--- src/rtl/sws_pkg.sv ---
// ----------------------------------------------------------------------------
// sws_pkg
// Shared types and register codes for the smoothstep window transfer block.
// ----------------------------------------------------------------------------
package sws_pkg;

    // configuration register indexes
    localparam int CFG_IDX_W = 3;
    localparam logic [CFG_IDX_W-1:0] REG_LOW_RED     = 3'd0;
    localparam logic [CFG_IDX_W-1:0] REG_LOW_GREEN   = 3'd1;
    localparam logic [CFG_IDX_W-1:0] REG_LOW_BLUE    = 3'd2;
    localparam logic [CFG_IDX_W-1:0] REG_HIGH_RED    = 3'd3;
    localparam logic [CFG_IDX_W-1:0] REG_HIGH_GREEN  = 3'd4;
    localparam logic [CFG_IDX_W-1:0] REG_HIGH_BLUE   = 3'd5;
    localparam logic [CFG_IDX_W-1:0] REG_SOFT_RADIUS = 3'd6;

    // number of soft edges: three lower, three upper
    localparam int EDGE_COUNT = 6;

    // where the sample sits relative to one soft edge
    typedef struct packed {
        logic below;
        logic above;
    } edge_cls_t;

endpackage

--- src/rtl/sws_shape.sv ---
// ----------------------------------------------------------------------------
// sws_shape
// Smoothstep polynomial t*t*(3-2t) in two multiply stages, edge clamping.
// ----------------------------------------------------------------------------
module sws_shape
    import sws_pkg::*;
#(
    parameter int FRAC_BITS = 12
)
(
    input  logic                 clk,
    input  logic [1:0]           en,
    input  logic [FRAC_BITS-1:0] t,
    input  edge_cls_t            cls_in,
    output logic [FRAC_BITS:0]   s
);

    localparam int F = FRAC_BITS;
    localparam logic [F+1:0] THREE = (F+2)'(3) << F;
    localparam logic [F:0]   ONE   = (F+1)'(1) << F;

    logic [F-1:0]   t2_reg;
    logic [F-1:0]   t_reg;
    edge_cls_t      cls_reg;
    logic [F:0]     s_reg;
    logic [2*F-1:0] sq;
    logic [F+1:0]   coef;
    logic [2*F+1:0] prod;

    // stage one: square
    assign sq = (2*F)'(t) * (2*F)'(t);

    always_ff @(posedge clk)
    begin
        if (en[0])
        begin
            t2_reg  <= sq[2*F-1:F];
            t_reg   <= t;
            cls_reg <= cls_in;
        end
    end

    // stage two: times (3 - 2t), then clamp outside the edges
    assign coef = THREE - (F+2)'({t_reg, 1'b0});
    assign prod = (2*F+2)'(t2_reg) * (2*F+2)'(coef);

    always_ff @(posedge clk)
    begin
        if (en[1])
        begin
            if (cls_reg.below)
                s_reg <= '0;
            else if (cls_reg.above)
                s_reg <= ONE;
            else
                s_reg <= prod[2*F:F];
        end
    end

    assign s = s_reg;

endmodule

--- config.mk ---
export PLATFORM = sky130hd
export DESIGN_NAME = sws_shape
export DESIGN_NICKNAME = d
export VERILOG_FILES = /design/src/rtl/sws_pkg.sv /design/src/rtl/sws_shape.sv
export SDC_FILE = /design/constraint.sdc
export NUM_CORES = 1
export LEC_CHECK = 0
export BUFFER_PORTS_ARGS = -buffer_cell sky130_fd_sc_hd__buf_2
export CAP_MARGIN = 40
export CORE_MARGIN = 4
export CORE_UTILIZATION = 30
export CTS_BUF_LIST = sky130_fd_sc_hd__clkbuf_16
export DETAILED_ROUTE_END_ITERATION = 16
export GPL_TIMING_DRIVEN = 0
export HOLD_SLACK_MARGIN = 0.06
export REMOVE_ABC_BUFFERS = 1
export SLEW_MARGIN = 20
export SYNTH_ARGS = -nofsm -noshare
export SYNTH_HDL_FRONTEND = slang
export SYNTH_SLANG_ARGS = --single-unit
--- constraint.sdc ---
create_clock -name clk -period 6.3 [get_ports clk]
set_input_delay 0.945 -clock clk [delete_from_list [all_inputs] [get_ports clk]]
set_output_delay 0.945 -clock clk [all_outputs]
set_load 0.005 [all_outputs]
==> impl_metrics.csv <==
group,metric,value,unit
clocking,path_clk_slew,0.06,ns
logic_synthesis,synth_seq_cells,39,
timing,worst_pin_slew,0.598,ns
floorplan,core_area,31700,sq um
worst_setup_path,cp-end-kind,"flip-flop",
route,antenna_left,0,
grt,grtUsageTotal,11.6,%
logic_synthesis,synthAdderAreaFrac,52.9,%
floorplan,io_pins,30,
job,maxCapViolations,0,
logic_synthesis,syn_area,9680,sq um
final_layout,antennaDiodeCount,0,
logic_synthesis,ys_seq_area_share,12.1,%
worst_setup_path,cp.required,6.34,ns
run_status,outcome,"finished clean",
logic_synthesis,synthFlopType,"edfxtp_1",
timing,slew_headroom,60.1,%
logic_synthesis,synthTopCellsByArea,"fa_1, ha_1, edfxtp_1",
timing,clock.fmax,0.163,GHz
logic_synthesis,synth-compound-area-share,4.82,%
clocking,cts_root_buffer,"clkbuf_16",
logic_synthesis,synth.distinct_cells,51,
timing,skew,0.00841,ns
logic_synthesis,synthSimpleGateAreaFrac,15.8,%
timing,whs,0.644,ns
grt,grt-ovfl-total,0,
logic_synthesis,synthCells,1018,
route,wl_per_cell,13.4,um
worst_setup_path,cp-start-kind,"flip-flop",
route,routed_wl,19400,um
placed_design,dpl.hpwl,15900,um
grt,grt_pass1_vias,7233,
logic_synthesis,synth_top_area_share,38.3,%
logic_synthesis,syn_area_per_cell,9.51,sq um
timing,report.final.slew_viol_count,0,
clocking,holdBufCountCts,0,
clocking,clk_path_buf_depth,2,
final_layout,final_common_cell,"inv_1",
logic_synthesis,synthArstFlopShare,0,%
final_layout,areaGrowthSynthToFinish,10.5,%
logic_synthesis,synthXorXnorAreaFrac,3.80,%
timing,hold_violations,0,
route,drt_iter0_drc,228,
logic_synthesis,synth_top_family_by_area,"adder cells",
grt,antenna_found_initial,0,
placed_design,dpl.cell_count,1420,
placed_design,gp_congestion,0.788,
placed_design,portBuffers,29,
floorplan,initial_core_util,30.5,%
final_layout,layout.nets,1355,
logic_synthesis,yosysWarnings,0,
timing,fin_crit,6.13,ns
clocking,htree_levels,2,
worst_setup_path,crit_fanout,5,
logic_synthesis,synth.mux.area_fraction,0.220,%
floorplan,die_y,188,um
final_layout,final_cells,1443,
grt,grt_max_degree,27,
logic_synthesis,synth.largest_area_cell,"fa_1",
worst_setup_path,path_class,"reg2reg",
timing,setup_viol,0,
floorplan,rows,65,
timing,final.period_utilization,97.3,%
route,drc,0,
clocking,insertion_delay,0.29,ns
final_layout,drive_above_1_share,9.51,%
logic_synthesis,synth_edf_count,39,
floorplan,die_w,188,um
clocking,cts_tree,"built",
route,vias,6577,
grt,grt_pass1_wl,34600,um
clocking,cts.sinks,39,
final_layout,largest_register_ffs,13,
clocking,numCtsBuffers,5,
route,firstDrtPassIters,4,
final_layout,layout_common_cells,"inv_1, fa_1, nand2_1",
floorplan,dieArea,35200,sq um
worst_setup_path,cp.arrival,6.17,ns
min_path,hold_class,"reg2reg",
route,via_per_inst,4.56,
## layout make-up
class / instances / area (sq um)
multi-input cells: 716 / 7700
clock buffers: 5 / 125
clock inverters: 3 / 20.0
inverters: 226 / 848
fillers: 3242 / 21000
well taps: 402 / 503
flip-flops and latches: 39 / 1170
repair buffers: 52 / 323
## cell usage after synthesis (4+ instances only)
| cell | instances |
|---|---|
| a21o_1 | 5 |
| nor2b_1 | 4 |
| clkbuf_1 | 33 |
| nand3_1 | 9 |
| inv_1 | 226 |
| nand2b_1 | 4 |
| and2_1 | 98 |
| edfxtp_1 | 39 |
| a31oi_1 | 5 |
| xnor2_1 | 26 |
| o21ai_0 | 8 |
| nand4_1 | 7 |
| nor3_1 | 6 |
| nor2_1 | 34 |
| fa_1 | 185 |
| a21oi_1 | 14 |
| and3_1 | 6 |
| o21ai_1 | 4 |
| xor2_1 | 16 |
| nand2_1 | 126 |
| a211oi_1 | 7 |
| ha_1 | 113 |
## layer usage
metal | track usage, % | vias to the layer above | share of wire, %
met2 | 20.1 | 109 | 48
li1 | - | 3151 | -
met5 | 0 | - | 0
met4 | 1.16 | 0 | 0.37
met1 | 16.2 | 3308 | 48
met3 | 1.36 | 9 | 4.2
## final timing paths
| path | slack, ns | cells past startpoint | endpoint | start |
|---|---|---|---|---|
| setup / recovery | 0.17 | 20 | s[10] | t_reg[2] |
| hold / removal | 0.64 | 1 | s[12] | cls_reg[1] |
| setup reg to reg | 0.17 | 20 | s[10] | t_reg[2] |
| hold reg to reg | 0.64 | 1 | s[12] | cls_reg[1] |
## cell families after synthesis
group / after synthesis
AO/OA/AOI/OAI: 67
XOR/XNOR: 42
adder cells (fa/ha/maj): 298
buffers and inverters: 263
flip-flops: 39
multiplexers: 2
AND/OR/NAND/NOR: 307
## metrics by stage
step	setup WS (ns)	setup TNS [ns]	instance area [sq um]	utilization (%)
floorplan	0.362	0	9520	-
global placement	-0.588	-5.53	10200	32.1
detailed placement	-0.319	-1.95	10200	32.3
CTS	0.0281	0	10400	32.8
global route	-0.108	-0.570	10700	33.7
finish	0.168	0	10700	33.7
## worst max-delay path: stages (launching register included)
cell and delay (ns):
edfxtp_1 0.43, nor2_2 0.16, nand3_1 0.11, or3_4 0.44, nor4_4 0.34, xnor2_4 0.19
buf_4 0.16, nand2_1 0.07, fa_2 0.56, fa_1 0.42, inv_1 0.08, fa_1 0.44
fa_1 0.52, fa_1 0.49, ha_1 0.37, a211o_1 0.29, o221ai_2 0.17, o21ai_2 0.13
o21ai_0 0.24, a211oi_1 0.10, nand2b_1 0.15
## what timing repair did
item                                    in CTS  in global routing
pin swaps                                    0                 11
resized for setup                            3                 30
buffers inserted                             1                 14
endpoints found under the setup margin      11                 11
Power is not shown: default switching activity piles up to over one toggle a cycle in this logic, so the estimate is an artifact.
