## src/rtl/sws_pkg.sv

```systemverilog
// ----------------------------------------------------------------------------
// sws_pkg
// Shared types and register codes for the smoothstep window transfer block.
// ----------------------------------------------------------------------------
package sws_pkg;

    // configuration register indexes
    localparam int CFG_IDX_W = 3;
    localparam logic [CFG_IDX_W-1:0] REG_LOW_RED     = 3'd0;
    localparam logic [CFG_IDX_W-1:0] REG_LOW_GREEN   = 3'd1;
    localparam logic [CFG_IDX_W-1:0] REG_LOW_BLUE    = 3'd2;
    localparam logic [CFG_IDX_W-1:0] REG_HIGH_RED    = 3'd3;
    localparam logic [CFG_IDX_W-1:0] REG_HIGH_GREEN  = 3'd4;
    localparam logic [CFG_IDX_W-1:0] REG_HIGH_BLUE   = 3'd5;
    localparam logic [CFG_IDX_W-1:0] REG_SOFT_RADIUS = 3'd6;

    // number of soft edges: three lower, three upper
    localparam int EDGE_COUNT = 6;

    // where the sample sits relative to one soft edge
    typedef struct packed {
        logic below;
        logic above;
    } edge_cls_t;

endpackage

```

## src/rtl/sws_div.sv

```systemverilog
// ----------------------------------------------------------------------------
// sws_div
// Pipelined restoring divider, one quotient bit per stage: t = (n << F) / d.
// ----------------------------------------------------------------------------
module sws_div
    import sws_pkg::*;
#(
    parameter int FRAC_BITS = 12
)
(
    input  logic                   clk,
    input  logic [FRAC_BITS-1:0]   en,
    input  logic [FRAC_BITS+3:0]   divisor,
    input  logic [FRAC_BITS+3:0]   dividend,
    input  edge_cls_t              cls_in,
    output logic [FRAC_BITS-1:0]   quot,
    output edge_cls_t              cls_out
);

    localparam int F = FRAC_BITS;
    localparam int W = FRAC_BITS + 4;

    logic [W-1:0] rem_reg  [F];
    logic [F-1:0] quot_reg [F];
    edge_cls_t    cls_reg  [F];

    genvar i;
    generate
        for (i = 0; i < F; i++)
        begin : g_stage
            logic [W-1:0] rem_in;
            logic [F-1:0] quot_in;
            edge_cls_t    cls_i;
            logic [W:0]   rem_sh;
            logic         fits;

            if (i == 0)
            begin : g_first
                assign rem_in  = dividend;
                assign quot_in = '0;
                assign cls_i   = cls_in;
            end
            else
            begin : g_next
                assign rem_in  = rem_reg[i-1];
                assign quot_in = quot_reg[i-1];
                assign cls_i   = cls_reg[i-1];
            end

            // shift and trial subtract
            assign rem_sh = {rem_in, 1'b0};
            assign fits   = rem_sh >= {1'b0, divisor};

            always_ff @(posedge clk)
            begin
                if (en[i])
                begin
                    rem_reg[i]  <= fits ? W'(rem_sh - {1'b0, divisor}) : W'(rem_sh);
                    quot_reg[i] <= {quot_in[F-2:0], fits};
                    cls_reg[i]  <= cls_i;
                end
            end
        end
    endgenerate

    assign quot    = quot_reg[F-1];
    assign cls_out = cls_reg[F-1];

endmodule

```

## config.mk

```make
export PLATFORM = sky130hd
export DESIGN_NAME = sws_div
export DESIGN_NICKNAME = d
export VERILOG_FILES = /design/src/rtl/sws_pkg.sv /design/src/rtl/sws_div.sv
export SDC_FILE = /design/constraint.sdc
export NUM_CORES = 1
export LEC_CHECK = 0
export BUFFER_PORTS_ARGS = -buffer_cell sky130_fd_sc_hd__buf_4
export CORE_MARGIN = 10
export CORE_UTILIZATION = 50
export CTS_CLUSTER_SIZE = 40
export DETAILED_ROUTE_END_ITERATION = 16
export GPL_TIMING_DRIVEN = 0
export PLACE_DENSITY = 0.66
export SYNTH_ARGS = -nofsm -noshare
export SYNTH_HDL_FRONTEND = slang
export SYNTH_SLANG_ARGS = --single-unit
```

## constraint.sdc

```tcl
create_clock -name clk -period 4.4 [get_ports clk]
set_input_delay 0.88 -clock clk [delete_from_list [all_inputs] [get_ports clk]]
set_output_delay 0.88 -clock clk [all_outputs]
set_load 0.02 [all_outputs]
```

==> results.py <==
metrics = {
    "route": {
        "vias": 14098,
        "wire_per_inst_um": 19.20,
        "remaining_drc_errors": 0,
        "ant_nets": 0,
        "drt-initial-drc-count": 875,
        "drt_first_pass_iters": 5,
        "via_per_inst": 5.894,
        "drt_wl_total_mm": 45.92,
    },
    "place": {
        "dp_hpwl_mm": 33.43,
        "port_buffers": 60,
        "pre_cts_slack_ns": -0.5110,
        "routabilityCongestion": 0.9111,
    },
    "global_route": {
        "grt_overflow": 0,
        "antenna_found_initial": 0,
        "grt_pass1_wl_mm": 72.00,
        "grtUsageTotal": 0.1917,
        "grt_max_degree": 30,
        "grt_pass1_vias": 13638,
    },
    "critical_path": {
        "crit_arrival_ns": 4.43,
        "end_kind": "flip-flop",
        "critPathKind": "in -> reg",
        "required_ns": 4.68,
        "worstPathMaxFanout": 12,
        "start_kind": "input pin",
    },
    "power_and_ir_drop": {
        "totalPowerFinal_mw": 15.49,
        "powerDensity_nw_per_um2": 723.6,
        "peakVddDrop_mv": 0.3473,
        "p_leak_nw": 8.511,
    },
    "yosys": {
        "synth_top_area_frac": 0.4348,
        "yosys.area.top_type": "edfxtp_1",
        "syn_area_per_cell_um2": 10.94,
        "synth_simple_gate_area_frac": 0.1092,
        "yosys_warnings": 0,
        "netlist_instances": 1755,
        "yosys-top-cells-area": "edfxtp_1 43%, ha_1 12%, mux2_2 4.4%",
        "synth-compound-area-share": 0.1835,
        "ys.flop_type": "edfxtp_1",
        "synthMuxAreaShare": 0.06237,
        "synth.distinct_cells": 84,
        "ys_seq_area_frac": 0.4348,
        "synth_nets": 2004,
        "synth_top_family_by_area": "compound AO/OA/AOI/OAI gates",
        "synth-seq-cells": 278,
        "synth-edff-count": 278,
        "syn_area_um2": 19200,
        "synthArstFlopShare": 0,
        "synth_fa_ha_area_frac": 0.1359,
        "synth_xor_xnor_area_share": 0.05109,
    },
    "hold_path": {
        "hp-class": "reg -> reg",
    },
    "cells_and_area": {
        "diodes": 0,
        "final_util": 0.5669,
        "largest_reg_flops": 176,
        "drive_gt1_frac": 0.1372,
        "area_growth_syn_to_layout_pct": 11.47,
        "num-fill-cells": 3155,
        "fin_nets": 2105,
    },
    "timing": {
        "fin_ws_ns": 0.2458,
        "skew_ns": 0.02723,
        "grt_setup_unrepaired": "false",
        "finalHoldViolCount": 0,
        "worst_slew_pin_slew_ns": 1.189,
        "min_period_over_period": 0.9441,
        "maxSlewHeadroom": 0.2063,
        "setup_viol_count_final": 0,
        "period_minus_slack_ns": 4.154,
        "max_freq_mhz": 240.7,
        "slew_violations": 0,
    },
    "clock_tree": {
        "cts_tree": "built",
        "hold_buffers": 0,
        "cts_sinks": 278,
        "insertion_delay_ns": 0.54,
        "cts_buffers": 34,
        "cts_max_level": 2,
        "ctsLongestPathBuffers": 3,
        "root_buffer": "clkbuf_16",
        "clk_pin_slew_ns": 0.06,
    },
    "floorplan": {
        "ios": 61,
        "rows": 71,
        "start_util": 0.5085,
        "die-area_um2": 46640,
        "die_w_um": 216.0,
        "die-height_um": 216.0,
        "core_area_um2": 37760,
    },
    "job": {
        "maxCapViolations": 0,
    },
    "outcome": {
        "status": "completed",
    },
}
-- timing repair --
item | CTS | global route
setup endpoints to repair | 0 | 18
setup buffers | 0 | 5
endpoints found under the hold margin | 0 | 0
gates resized for setup | 0 | 1
-- routing by layer --
layer  vias up  global-route usage  part of all wire
li1       6942                   -                 -
met4         0             0.06782             0.029
met1      6692              0.2461              0.44
met5         -                   0                 0
met3        89             0.04056             0.062
met2       375              0.3142              0.47
-- final cells by class --
type,count,area (µm²),area share
sequential,278,8348,0.3901
clock inverter,20,193.9,0.009062
clock buffer,41,877.1,0.04098
multi-input combinational,1373,10410,0.4863
timing repair buffer,65,488.0,0.02280
tap,511,639.4,0.02987
buffer,28,157.7,0.007366
inverter,76,289.0,0.01350
-- power by group --
part | total (mW) | switching (mW) | leakage (nW) | internal (mW)
sequential | 4.83 | 0.501 | 2.72 | 4.33
combinational | 7.94 | 4.24 | 5.27 | 3.70
clock | 2.71 | 1.11 | 0.525 | 1.61
-- stage by stage --
stage	setup TNS [ns]	hold WS [ns]	cell area, µm²	cells
5_1_grt	0	0.4138	21400	2392
3_3_place_gp	-10.54	0.4032	20290	2326
6_report	0	0.4057	21400	2392
3_5_place_dp	-15.12	0.4045	20290	2326
4_1_cts	0	0.4045	21360	2387
2_1_floorplan	0	0.4003	19200	1755
-- cells by family (layout without fill, tap and decap cells) --
group,Yosys count,count (layout)
AO/OA/AOI/OAI,534,534
AND/OR/NAND/NOR,422,422
flip-flops,278,278
adder cells (fa/ha/maj),202,202
XOR/XNOR,112,112
buffers and inverters,104,230
multiplexers,103,103
-- worst paths after layout --
path | startpoint | slack [ns] | endpoint | cells past startpoint
setup / recovery | divisor[14] | 0.25 | rem_reg[9][9]$_DFFE_PP_ | 11
hold / removal | quot_reg[0][38]$_DFFE_PP_ | 0.41 | quot_reg[1][3]$_DFFE_PP_ | 0
setup reg to reg | rem_reg[0][11]$_DFFE_PP_ | 1.11 | rem_reg[1][12]$_DFFE_PP_ | 9
hold reg to reg | quot_reg[0][38]$_DFFE_PP_ | 0.41 | quot_reg[1][3]$_DFFE_PP_ | 0
-- cell usage in the layout (no fill, tap or decap), types with 34 or more instances in the layout --
| cell | netlist | final |
|---|---|---|
| inv_1 | 73 | 72 |
| a21o_1 | 52 | 52 |
| nand2_1 | 96 | 96 |
| o21a_1 | 43 | 43 |
| xnor2_1 | 70 | 70 |
| nor2_1 | 113 | 113 |
| edfxtp_1 | 278 | 278 |
| a21oi_1 | 147 | 147 |
| mux2_2 | 75 | 75 |
| nor2b_1 | 37 | 37 |
| o21ai_0 | 101 | 101 |
| ha_1 | 191 | 191 |
| xor2_1 | 42 | 42 |
| buf_4 | 3 | 68 |
| clkbuf_16 | 0 | 34 |
-- critical path, cell delays in order --
cell and delay, ns:
buf_4 0.10, inv_1 0.81, ha_1 0.42, a21oi_1 0.24
inv_1 0.06, a2111oi_0 0.70, o21ai_1 0.36, nand2_2 0.24
inv_2 0.12, buf_6 0.17, mux2_4 0.30
-- synthesized netlist by cell type, drive strengths merged (16+ instances only) --
library cell  number
o31ai             18
inv               76
nand2b            28
nand3             20
edfxtp           278
o21a              44
nor2             113
a21oi            148
nor3              30
mux2              94
nor2b             37
o21ai            109
a21o              52
buf               16
nand4             25
xor2              42
o31a              17
nand2             97
xnor2             70
a211oi            18
ha               191
Power figures use the tool's default switching activity.
